**config.mk**
```make
export PLATFORM = sky130hd
export DESIGN_NAME = drd_queue
export DESIGN_NICKNAME = d
export VERILOG_FILES = /design/src/sv/drd_pkg.sv /design/src/sv/drd_queue.sv
export SDC_FILE = /design/constraint.sdc
export NUM_CORES = 1
export LEC_CHECK = 0
export ABC_AREA = 1
export ABC_CLOCK_PERIOD_IN_PS = 5100
export BUFFER_PORTS_ARGS = -buffer_cell sky130_fd_sc_hd__buf_2
export CAP_MARGIN = 10
export CORE_AREA = 2 2 210 212
export DETAILED_ROUTE_END_ITERATION = 8
export DIE_AREA = 0 0 212 214
export PLACE_DENSITY = 0.79
export SYNTH_ARGS = -nofsm -noshare
export SYNTH_HDL_FRONTEND = slang
export SYNTH_SLANG_ARGS = --single-unit
```
**constraint.sdc**
```tcl
create_clock -name clk_i -period 5.1 [get_ports clk_i]
set_clock_uncertainty 0.1 [all_clocks]
set_input_delay 1.02 -clock clk_i [delete_from_list [all_inputs] [get_ports clk_i]]
set_output_delay 1.02 -clock clk_i [all_outputs]
set_load 0.01 [all_outputs]
```
**src/sv/drd_pkg.sv**
```systemverilog
`timescale 1ns / 1ps
package drd_pkg;

  // Field widths
  localparam int VALUE_W = 32;
  localparam int POS_W   = 7;
  localparam int PIX_W   = 14;
  localparam int LABEL_W = 7;
  localparam int CONF_W  = 16;
  localparam int THR_W   = 16;
  localparam int SIZE_W  = 13;
  localparam int CFG_W   = 16;
  localparam int NUM_W   = 34;   // 2*centre - size, before scaling
  localparam int PROD_W  = 64;   // score times objectness
  localparam int SCALE_W = 48;   // NUM_W times the zero-extended size

  // Row layout
  localparam int BOX_COUNT   = 4;
  localparam int OBJ_POS     = 4;
  localparam int FIRST_CLASS = 5;

  // Q16.16 fraction bits, plus one more for the halved size in a corner
  localparam int SIZE_SHIFT   = 16;
  localparam int CORNER_SHIFT = 17;

  // Pixel saturation
  localparam logic signed [PIX_W-1:0] PIX_MAX = 14'sd8191;
  localparam logic signed [PIX_W-1:0] PIX_MIN = -14'sd8192;
  localparam logic [CONF_W-1:0]       CONF_MAX = 16'hFFFF;

  // Queue between front and back
  localparam int QUEUE_DEPTH = 4;
  localparam int PTR_W       = 2;
  localparam int CNT_W       = 3;

  // Register reset values
  localparam logic [THR_W-1:0]  OBJ_THR_RST = 16'd26214;
  localparam logic [THR_W-1:0]  CLS_THR_RST = 16'd32768;
  localparam logic [SIZE_W-1:0] IMG_W_RST   = 13'd640;
  localparam logic [SIZE_W-1:0] IMG_H_RST   = 13'd640;

  typedef enum logic [1:0] {
    CFG_OBJ_THR = 2'd0,
    CFG_CLS_THR = 2'd1,
    CFG_IMG_W   = 2'd2,
    CFG_IMG_H   = 2'd3
  } cfg_index_e;

  // One detection waiting for box scaling
  typedef struct packed {
    logic signed [NUM_W-1:0]   nx;
    logic signed [NUM_W-1:0]   ny;
    logic signed [VALUE_W-1:0] w;
    logic signed [VALUE_W-1:0] h;
    logic [LABEL_W-1:0]        label;
    logic [CONF_W-1:0]         conf;
  } drd_det_t;

endpackage

```
**src/sv/drd_queue.sv**
```systemverilog
`timescale 1ns / 1ps
module drd_queue (
  input  logic                      clk_i,
  input  logic                      rst_ni,
  input  logic                      wr_valid_i,
  input  drd_pkg::drd_det_t         wr_data_i,
  output logic                      rd_valid_o,
  input  logic                      rd_ready_i,
  output drd_pkg::drd_det_t         rd_data_o,
  output logic [drd_pkg::CNT_W-1:0] count_o
);
  import drd_pkg::*;

  drd_det_t         mem_q [QUEUE_DEPTH];
  logic [PTR_W-1:0] wr_ptr_q, rd_ptr_q;
  logic [CNT_W-1:0] count_q;
  logic             rd_fire;

  assign rd_valid_o = count_q != '0;
  assign rd_fire    = rd_valid_o && rd_ready_i;
  assign rd_data_o  = mem_q[rd_ptr_q];
  assign count_o    = count_q;

  // Hold requests in order
  always_ff @(posedge clk_i) begin
    if (wr_valid_i) begin
      mem_q[wr_ptr_q] <= wr_data_i;
    end
  end

  always_ff @(posedge clk_i or negedge rst_ni) begin
    if (!rst_ni) begin
      wr_ptr_q <= '0;
      rd_ptr_q <= '0;
      count_q  <= '0;
    end else begin
      if (wr_valid_i) begin
        wr_ptr_q <= wr_ptr_q + PTR_W'(1);
      end
      if (rd_fire) begin
        rd_ptr_q <= rd_ptr_q + PTR_W'(1);
      end
      count_q <= count_q + CNT_W'(wr_valid_i) - CNT_W'(rd_fire);
    end
  end

  a_no_overflow: assert property (@(posedge clk_i) disable iff (!rst_ni)
    wr_valid_i |-> count_q != CNT_W'(QUEUE_DEPTH))
    else $error("detection queue written while full");

  a_count_track: assert property (@(posedge clk_i) disable iff (!rst_ni)
    1'b1 |=> count_q == $past(count_q) + CNT_W'($past(wr_valid_i))
                        - CNT_W'($past(rd_fire)))
    else $error("detection queue count out of step");

endmodule

```
==> metrics <==
first-pass GRT wire length 79,800 µm; sequential area share after synthesis 0.763; Hold Crit Class primary input to async pin; placed cell area 26,700 µm²; PwrDens 584 nW/µm²; Arrival @ worst endpoint 3.02 ns; post-route ant nets 0; crit path time final 4.14 ns; Via density 5.24; final hold vios 0; CTS buffer count 60; Nets 2,476; Setup Viol. Count Final 0; grt ovf 0; Synth Net Count 2,182; Chip Width 212 µm; Initial Util 0.574; fin area 28,500 µm²; Resized Gates After CTS 0; synthesized instance count 2,016; Vias 15,500; vias in the first global route 15,100; std cell rows 76; outcome completed; Die Height 214 µm; post-synth cell types 20; Syn Area/Cell 12.2 µm²; Top Ports 318; CTS tree done; Setup TNS Final 0 ns; postcts setup bufs 0; CP Capture Type output pin; Leak 11.3 nW; CP max-delay cell dfrtp_4; DIE AREA 45,400 µm²; Setup Crit Path Kind flip-flop to output pin; worst path cell trace inv_4, buf_4, o21ai_0, nand2_1, buf_2; Global Route met1 Usage 0.296; Critical path buffers and inverters 3; Max H-tree Level 2; DR iter-0 viols 1,321; CP Data Required Time 3.98 ns; most used routing layer met2; f_max 0.242 GHz; overall power 0.0166 W; synthesized area 24,600 µm²; setup slack after placement 1.62 ns; clock buffer depth 3; CP Max Fanout 72; flop-to-flop setup slack 2.63 ns; CP top delay family buffers and inverters; final max-slew violation count 0; slew margin rel. 0.271; I/O Buffers 317; WL final 51,600 µm; Routed WL per cell 17.5 µm; fill cell count 2,998; Worst path max stage delay 0.70 ns; Storage cell area 18,800 µm²; Final period util 0.811; initial antenna violation count 14; worst vdd ir 528 µV; fin worst setup slack 0.962 ns; GRT met3 Usage 0.0493; clock net sink count 627; DRC 0; total iterations of the first detailed-routing run 5; Clock transition at path regs 0.06 ns; Fin Hold WS 0.146 ns; unrepaired setup endpoints after global routing no; Synth async-reset ratio 0.0112; Slew @ Worst Pin 1.09 ns; met2 Usage GRT 0.372; GPL Wtd Cong 0.787; Root Buffer clkbuf_16; Layout area overhead 15.5%; core area 42,900 µm²; GRT Total Usage 0.226; # hold bufs at CTS 0; area occupied by multi-input gates 4660 µm²; hpwl dp 30,100 µm; synthesis-stage register bit count 627; share of post-route cells with drive strength above 1 0.174; Post-synth EDFFs 620; Max Cap Viol 0; CP Launch Type flip-flop; Post-synth top flop edfxtp_1; synth warn 0; Clock Latency Late Sink 0.60 ns; pin count of the biggest net entering global routing 233
[cells in the final DEF, fill, tap and decap left out, types with 13 or more instances in the layout]
cell / netlist / layout
edfxtp_1: 620 / 620
nand2_1: 481 / 481
buf_2: 28 / 317
nor2_1: 311 / 311
o21ai_0: 234 / 234
inv_1: 168 / 164
o21ai_1: 77 / 77
clkbuf_16: 0 / 61
clkinv_1: 1 / 23
clkbuf_1: 46 / 19
buf_4: 3 / 13
[cell usage after synthesis, types with 2 or more instances]
library cell | n | area [µm²]
ha_1 | 6 | 75.1
nor2_1 | 311 | 1170
dfrtp_1 | 7 | 175
clkbuf_1 | 46 | 173
o21ai_1 | 77 | 385
xor2_1 | 2 | 17.5
buf_6 | 12 | 135
inv_1 | 168 | 631
o21ai_0 | 234 | 1170
buf_4 | 3 | 22.5
nand3_1 | 2 | 10.0
nand2_1 | 481 | 1810
edfxtp_1 | 620 | 18600
buf_2 | 28 | 140
buf_1 | 14 | 52.6
[path summary, 6_finish.rpt]
| kind | startpoint | end | cells after the start |
|---|---|---|---|
| max | rd_ptr_q[0]$_DFFE_PN0P_ | rd_data_o[108] | 5 |
| min | rst_ni | count_o[1]$_DFF_PN0_ | 1 |
| max reg2reg | wr_ptr_q[1]$_DFFE_PN0P_ | mem_q[1][118]$_DFFE_PP_ | 5 |
| min reg2reg | count_o[1]$_DFF_PN0_ | count_o[2]$_DFF_PN0_ | 2 |
| max in group asynchronous | rst_ni | rd_ptr_q[0]$_DFFE_PN0P_ | 1 |
| min in group clk_i | count_o[1]$_DFF_PN0_ | count_o[2]$_DFF_PN0_ | 2 |
[area by class of cell]
class | instances | area share
repair buffers | 336 | 0.0634
multi-input cells | 1115 | 0.164
inverters | 170 | 0.0235
clock inverters | 29 | 0.00598
well taps | 585 | 0.0257
diodes | 11 | 0.000967
clock buffers | 80 | 0.0561
flip-flops and latches | 627 | 0.661
[report_power, final]
group / switching (W) / internal [W] / total (W)
clock network: 0.00176 / 0.00228 / 0.00404
registers: 0.000271 / 0.00674 / 0.00701
logic: 0.00388 / 0.00170 / 0.00558
total: 0.00591 / 0.0107 / 0.0166
[state kept, by name, summed over array words and instances (netlist names)]
| signal | count |
|---|---|
| count_o | 3 |
| rd_ptr_q | 2 |
| wr_ptr_q | 2 |
| mem_q | 620 |
[cells by family (layout without fill, tap and decap cells)]
| kind of cell | Yosys count | count (layout) | share of synthesized area |
|---|---|---|---|
| simple gates | 794 | 794 | 0.121 |
| flops | 627 | 627 | 0.763 |
| compound gates | 311 | 311 | 0.0632 |
| buf+inv | 274 | 615 | 0.0478 |
| fa+ha+maj | 7 | 7 | 0.00386 |
| xor+xnor | 3 | 3 | 0.00107 |
| other cells | 0 | 11 | 0 |
[layer usage]
layer	share of wire	wire, µm	up-vias
met4	0.029	1520	10
met3	0.088	4550	116
met2	0.48	25000	598
met5	0.0013	69	-
met1	0.40	20500	7345
li1	-	-	7402
[per-stage QoR]
stage	utilization	std cells
2_1_floorplan	-	2016
3_3_place_gp	0.622	2833
3_5_place_dp	0.622	2833
4_1_cts	0.663	2942
5_1_grt	0.663	2949
6_report	0.664	2953
Power figures use the tool's default switching activity.
