===== config.mk =====
export PLATFORM = sky130hd
export DESIGN_NAME = drd_front
export DESIGN_NICKNAME = d
export VERILOG_FILES = /design/src/sv/drd_pkg.sv /design/src/sv/drd_front.sv
export SDC_FILE = /design/constraint.sdc
export NUM_CORES = 2
export LEC_CHECK = 0
export ABC_AREA = 1
export BUFFER_PORTS_ARGS = -buffer_cell sky130_fd_sc_hd__buf_4
export CAP_MARGIN = 20
export CORE_MARGIN = 2
export CORE_UTILIZATION = 47
export DETAILED_ROUTE_END_ITERATION = 10
export MAX_ROUTING_LAYER = met4
export PLACE_DENSITY = 0.7
export SYNTH_ARGS = -nofsm -noshare
export SYNTH_HDL_FRONTEND = slang
export SYNTH_SLANG_ARGS = --single-unit
export TNS_END_PERCENT = 5

===== constraint.sdc =====
create_clock -name clk_i -period 26.5 [get_ports clk_i]
set_input_delay 2.65 -clock clk_i [delete_from_list [all_inputs] [get_ports clk_i]]
set_output_delay 2.65 -clock clk_i [all_outputs]
set_load 0.005 [all_outputs]

===== src/sv/drd_pkg.sv =====
`timescale 1ns / 1ps
package drd_pkg;

  // Field widths
  localparam int VALUE_W = 32;
  localparam int POS_W   = 7;
  localparam int PIX_W   = 14;
  localparam int LABEL_W = 7;
  localparam int CONF_W  = 16;
  localparam int THR_W   = 16;
  localparam int SIZE_W  = 13;
  localparam int CFG_W   = 16;
  localparam int NUM_W   = 34;   // 2*centre - size, before scaling
  localparam int PROD_W  = 64;   // score times objectness
  localparam int SCALE_W = 48;   // NUM_W times the zero-extended size

  // Row layout
  localparam int BOX_COUNT   = 4;
  localparam int OBJ_POS     = 4;
  localparam int FIRST_CLASS = 5;

  // Q16.16 fraction bits, plus one more for the halved size in a corner
  localparam int SIZE_SHIFT   = 16;
  localparam int CORNER_SHIFT = 17;

  // Pixel saturation
  localparam logic signed [PIX_W-1:0] PIX_MAX = 14'sd8191;
  localparam logic signed [PIX_W-1:0] PIX_MIN = -14'sd8192;
  localparam logic [CONF_W-1:0]       CONF_MAX = 16'hFFFF;

  // Queue between front and back
  localparam int QUEUE_DEPTH = 4;
  localparam int PTR_W       = 2;
  localparam int CNT_W       = 3;

  // Register reset values
  localparam logic [THR_W-1:0]  OBJ_THR_RST = 16'd26214;
  localparam logic [THR_W-1:0]  CLS_THR_RST = 16'd32768;
  localparam logic [SIZE_W-1:0] IMG_W_RST   = 13'd640;
  localparam logic [SIZE_W-1:0] IMG_H_RST   = 13'd640;

  typedef enum logic [1:0] {
    CFG_OBJ_THR = 2'd0,
    CFG_CLS_THR = 2'd1,
    CFG_IMG_W   = 2'd2,
    CFG_IMG_H   = 2'd3
  } cfg_index_e;

  // One detection waiting for box scaling
  typedef struct packed {
    logic signed [NUM_W-1:0]   nx;
    logic signed [NUM_W-1:0]   ny;
    logic signed [VALUE_W-1:0] w;
    logic signed [VALUE_W-1:0] h;
    logic [LABEL_W-1:0]        label;
    logic [CONF_W-1:0]         conf;
  } drd_det_t;

endpackage


===== src/sv/drd_front.sv =====
`timescale 1ns / 1ps
module drd_front #(
  parameter int ROW_LENGTH = 85
) (
  input  logic                       clk_i,
  input  logic                       rst_ni,
  input  logic                       in_valid_i,
  output logic                       in_ready_o,
  input  logic [drd_pkg::VALUE_W-1:0] in_value_i,
  input  logic [drd_pkg::THR_W-1:0]  obj_thr_i,
  input  logic [drd_pkg::THR_W-1:0]  cls_thr_i,
  input  logic [drd_pkg::CNT_W-1:0]  q_count_i,
  output logic                       push_o,
  output drd_pkg::drd_det_t          push_data_o
);
  import drd_pkg::*;

  logic                      in_fire;
  logic [POS_W-1:0]          pos_q;
  logic signed [VALUE_W-1:0] box_q [BOX_COUNT];
  logic signed [VALUE_W-1:0] obj_q;
  logic                      pass_q;
  logic signed [VALUE_W-1:0] value;
  logic                      is_score;

  logic                      s1_v_q;
  logic signed [VALUE_W-1:0] s1_score_q;
  logic signed [NUM_W-1:0]   s1_nx_q, s1_ny_q;
  logic signed [VALUE_W-1:0] s1_w_q, s1_h_q;
  logic [LABEL_W-1:0]        s1_label_q;

  logic                      s2_v_q;
  logic signed [PROD_W-1:0]  s2_prod_q;
  logic signed [NUM_W-1:0]   s2_nx_q, s2_ny_q;
  logic signed [VALUE_W-1:0] s2_w_q, s2_h_q;
  logic [LABEL_W-1:0]        s2_label_q;

  logic signed [PROD_W-1:0]  cls_lim;
  logic [CNT_W-1:0]          occupancy;

  // Take a request only when the queue can hold everything in flight
  assign occupancy  = q_count_i + CNT_W'(s1_v_q) + CNT_W'(s2_v_q);
  assign in_ready_o = occupancy < CNT_W'(QUEUE_DEPTH);
  assign in_fire    = in_valid_i && in_ready_o;
  assign value      = $signed(in_value_i);
  assign is_score   = (pos_q >= POS_W'(FIRST_CLASS)) && pass_q;

  // Advance the row position, keep box and objectness
  always_ff @(posedge clk_i or negedge rst_ni) begin
    if (!rst_ni) begin
      pos_q  <= '0;
      obj_q  <= '0;
      pass_q <= 1'b0;
    end else if (in_fire) begin
      if (pos_q == POS_W'(ROW_LENGTH - 1)) begin
        pos_q <= '0;
      end else begin
        pos_q <= pos_q + POS_W'(1);
      end
      if (pos_q == POS_W'(OBJ_POS)) begin
        obj_q  <= value;
        pass_q <= value > $signed({{(VALUE_W-THR_W){1'b0}}, obj_thr_i});
      end
    end
  end

  always_ff @(posedge clk_i) begin
    if (in_fire && (pos_q < POS_W'(BOX_COUNT))) begin
      box_q[pos_q[1:0]] <= value;
    end
  end

  // Stage 1: snapshot the score with the row's box
  always_ff @(posedge clk_i or negedge rst_ni) begin
    if (!rst_ni) begin
      s1_v_q <= 1'b0;
      s2_v_q <= 1'b0;
    end else begin
      s1_v_q <= in_fire && is_score;
      s2_v_q <= s1_v_q;
    end
  end

  always_ff @(posedge clk_i) begin
    if (in_fire && is_score) begin
      s1_score_q <= value;
      s1_nx_q    <= $signed({box_q[0], 1'b0}) - NUM_W'(box_q[2]);
      s1_ny_q    <= $signed({box_q[1], 1'b0}) - NUM_W'(box_q[3]);
      s1_w_q     <= box_q[2];
      s1_h_q     <= box_q[3];
      s1_label_q <= pos_q - LABEL_W'(FIRST_CLASS);
    end
  end

  // Stage 2: multiply score by objectness
  always_ff @(posedge clk_i) begin
    if (s1_v_q) begin
      s2_prod_q  <= PROD_W'(s1_score_q) * PROD_W'(obj_q);
      s2_nx_q    <= s1_nx_q;
      s2_ny_q    <= s1_ny_q;
      s2_w_q     <= s1_w_q;
      s2_h_q     <= s1_h_q;
      s2_label_q <= s1_label_q;
    end
  end

  // Compare against the class threshold and push a detection
  assign cls_lim = $signed({{(PROD_W-THR_W-SIZE_SHIFT){1'b0}}, cls_thr_i,
                            {SIZE_SHIFT{1'b0}}});
  assign push_o  = s2_v_q && (s2_prod_q > cls_lim);

  always_comb begin
    push_data_o.nx    = s2_nx_q;
    push_data_o.ny    = s2_ny_q;
    push_data_o.w     = s2_w_q;
    push_data_o.h     = s2_h_q;
    push_data_o.label = s2_label_q;
    if (|s2_prod_q[PROD_W-1:SIZE_SHIFT+CONF_W]) begin
      push_data_o.conf = CONF_MAX;
    end else begin
      push_data_o.conf = s2_prod_q[SIZE_SHIFT +: CONF_W];
    end
  end

endmodule


==> results.cfg <==
[status]
status = complete, no violations

[placed_design]
dpl.hpwl_um = 132000
routabilityCongestion = 0.969
place_ws_ns = 17.77
dp.cells = 8646
port-buffer-count = 226
place_area_mm2 = 0.0649

[logic_synthesis]
synthesis.nets = 8278
synthFlopType = edfxtp_1
avgSynthCellArea_um2 = 8.97
synth_edf_count = 498
postSynthCellCount = 6838
ys.warnings.count = 0
synth_cell_types = 40
synth-seq-cells = 540
netlist_area_mm2 = 0.0614
ys_seq_area_share_pct = 26.1
synthArstFlopShare_pct = 7.78

[layout]
drive_gt1_share_pct = 6.32
layoutNonFillerInstCount = 8758
fin_nets = 8405
final_cell_area_mm2 = 0.0669
syn2layout_area_growth_pct = 9.04

[route]
antenna_left = 0
viasPerCell = 5.08
vias = 44400
remaining_drc_errors = 0
wl_per_cell_um = 18.6
drt-initial-drc-count = 3458
dr.pass1.iters = 5
wirelength_um = 163000

[setup_path]
endpoint = s2_prod_q[61]
worstSetupStartpointType = flip-flop
r2r_start = s1_score_q[31]
worstSetupEndpointType = flip-flop
r2r-end = s2_prod_q[61]
cp_max_fo = 28
arrival_ns = 8.66
crit_type = reg -> reg
critPathRequiredTime_ns = 26.92
rr_worst_depth = 27
ff2ff_setup_slack_ns = 18.26
crit_start = s1_score_q[31]

[grt]
track_usage_pct = 26.1
grt_max_degree = 76
busiest_layer = met2
grt_pass1_wl_um = 260000
grt_use_met2_pct = 43.8
met1_usage_pct = 32.6
use_met3_pct = 3.28
overflow = 0
grt_pass1_vias = 47400
grt_antenna_before_repair = 2

[cts]
clkTransAtPathRegs_ns = 0.07
cts-root-buf = clkbuf_16
clkSinkCount = 540
cts_buffers = 57
post_cts_buffers = 0
ctsHoldBuffers = 0
clock_latency_ns = 0.69
cts_buffer_depth = 3
h-tree-depth = 2
cts_resized = 0
cts_tree = yes

[timing]
tns_ns = 0
worst_pin_slew_ns = 1.11
rsz0062_at_grt = false
relSlewSlack_pct = 26.3
worst_slack_ns = 18.26
hold_viol_final = 0
timing.final.crit_share_pct = 31.1
setup_violations = 0
finalMaxSlewViolations = 0
skew_ns = 0.0550
fmax_ghz = 0.121
min_period_ns = 8.24

[floorplan]
die_h_um = 365
core-area_mm2 = 0.129
start_util_pct = 47.4
io_pins = 227
dieArea_mm2 = 0.133
rows = 132
die_x_um = 365

[flow_run]
cap_violations = 0

[hold_path]
hold_path_class = reg -> reg
worst min-delay path by stage:
| stage | start | end | cells past startpoint |
|---|---|---|---|
| 2_1_floorplan | s1_h_q[10] | s2_h_q[10] | 0 |
| 3_3_place_gp | s1_ny_q[2] | s2_ny_q[2] | 0 |
| 3_5_place_dp | s1_h_q[13] | s2_h_q[13] | 0 |
| 4_1_cts | s1_h_q[8] | s2_h_q[8] | 0 |
| 5_1_grt | s1_nx_q[25] | s2_nx_q[25] | 0 |
| 6_report | s1_h_q[8] | s2_h_q[8] | 0 |
cell families after synthesis:
kind of cell,count (synthesis),share of synthesized area [%]
fa+ha+maj,1370,41.2
xor+xnor,93,1.34
compound gates,318,2.88
buf+inv,2199,13.5
flops,540,26.1
simple gates,2318,15.0
cell usage in the layout, fill, tap and decap left out, types with 4 or more instances in the layout:
cell type | Yosys | final
a21boi_0 | 11 | 11
a21o_1 | 11 | 11
a21oi_1 | 151 | 151
a31oi_1 | 6 | 6
buf_4 | 3 | 298
bufinv_16 | 0 | 5
clkbuf_1 | 218 | 8
clkbuf_16 | 0 | 57
clkinv_1 | 0 | 10
clkinv_2 | 0 | 8
clkinv_4 | 0 | 6
clkinvlp_4 | 0 | 4
dfrtp_1 | 42 | 41
diode_2 | 0 | 4
edfxtp_1 | 498 | 498
fa_1 | 1084 | 1084
ha_1 | 286 | 286
inv_1 | 1961 | 1961
inv_2 | 5 | 5
nand2_1 | 1820 | 1820
nand2_2 | 8 | 8
nand3_1 | 120 | 120
nand3_2 | 4 | 4
nand3b_1 | 12 | 12
nand4_1 | 39 | 39
nor2_1 | 248 | 243
nor2_2 | 7 | 8
nor2_4 | 4 | 8
nor3_1 | 26 | 26
nor3_2 | 4 | 4
nor4_1 | 14 | 14
o21a_1 | 4 | 4
o21ai_0 | 72 | 72
o21ai_1 | 25 | 25
o21ai_2 | 4 | 4
o21bai_1 | 30 | 30
or2_2 | 7 | 7
xnor2_1 | 9 | 9
xor2_1 | 83 | 83
area by class of cell:
type | instances | area, um^2
diodes | 4 | 10.0
clock buffers | 65 | 1460
clock inverters | 41 | 449
fillers | 11900 | 62600
inverters | 1966 | 7380
multi-input cells | 4099 | 37100
flip-flops and latches | 540 | 16000
well taps | 1742 | 2180
repair buffers | 301 | 2310
synth_stat cells (9+ instances only):
master / count / share of area (%)
a21boi_0: 11 / 0.13
xor2_1: 83 / 1.2
edfxtp_1: 498 / 24
o21bai_1: 30 / 0.37
nand4_1: 39 / 0.40
nor2_1: 248 / 1.5
ha_1: 286 / 5.8
a21oi_1: 151 / 1.2
o21ai_0: 72 / 0.59
nand2_1: 1820 / 11
nor4_1: 14 / 0.14
dfrtp_1: 42 / 1.7
a21o_1: 11 / 0.13
nor3_1: 26 / 0.21
nand3_1: 120 / 0.98
nand3b_1: 12 / 0.15
o21ai_1: 25 / 0.20
inv_1: 1961 / 12
clkbuf_1: 218 / 1.3
fa_1: 1084 / 35
xnor2_1: 9 / 0.13
registers in the layout (all words and copies together) (netlist names):
signal,flops
box_q,128
obj_q,32
pass_q,1
pos_q,7
s1_h_q,31
s1_label_q,7
s1_nx_q,34
s1_ny_q,34
s1_score_q,32
s1_v_q,1
s1_w_q,31
s2_h_q,31
s2_label_q,7
s2_nx_q,34
s2_ny_q,34
s2_prod_q,64
s2_v_q,1
s2_w_q,31
metal layers:
layer  vias to the layer above  routed length, um
li1                      20100                  -
met1                     22400              64500
met2                      1629              80800
met3                       351              10900
met4                         0               6350
met5                         -                  0
critical path, stage by stage (launching register included):
cell and delay [ns]:
edfxtp_1 0.55, buf_16 0.24, nand2_1 0.15, inv_1 0.08, fa_1 0.48, inv_1 0.25
fa_1 0.46, inv_1 0.25, fa_1 0.50, fa_1 0.84, inv_1 0.41, fa_1 0.59
inv_1 0.06, fa_1 0.53, inv_1 0.05, fa_1 0.49, inv_1 0.06, fa_1 0.45
ha_1 0.43, nand2_1 0.17, nor2_1 0.17, inv_1 0.07, nor2_1 0.18, nand2_1 0.12
nor3_1 0.14, nand2_1 0.09, nand3_1 0.09, nand2_1 0.05
through the flow:
step	hold slack (ns)	utilization, %
after floorplan	0.400	-
after global placement	0.401	50.1
after detailed placement	0.405	50.2
after CTS	0.403	51.6
after global routing	0.415	51.7
final	0.403	51.7
Power is left out: the tool's default activity adds up to more than one toggle a clock period on the data nets, which glitch-free logic cannot reach.
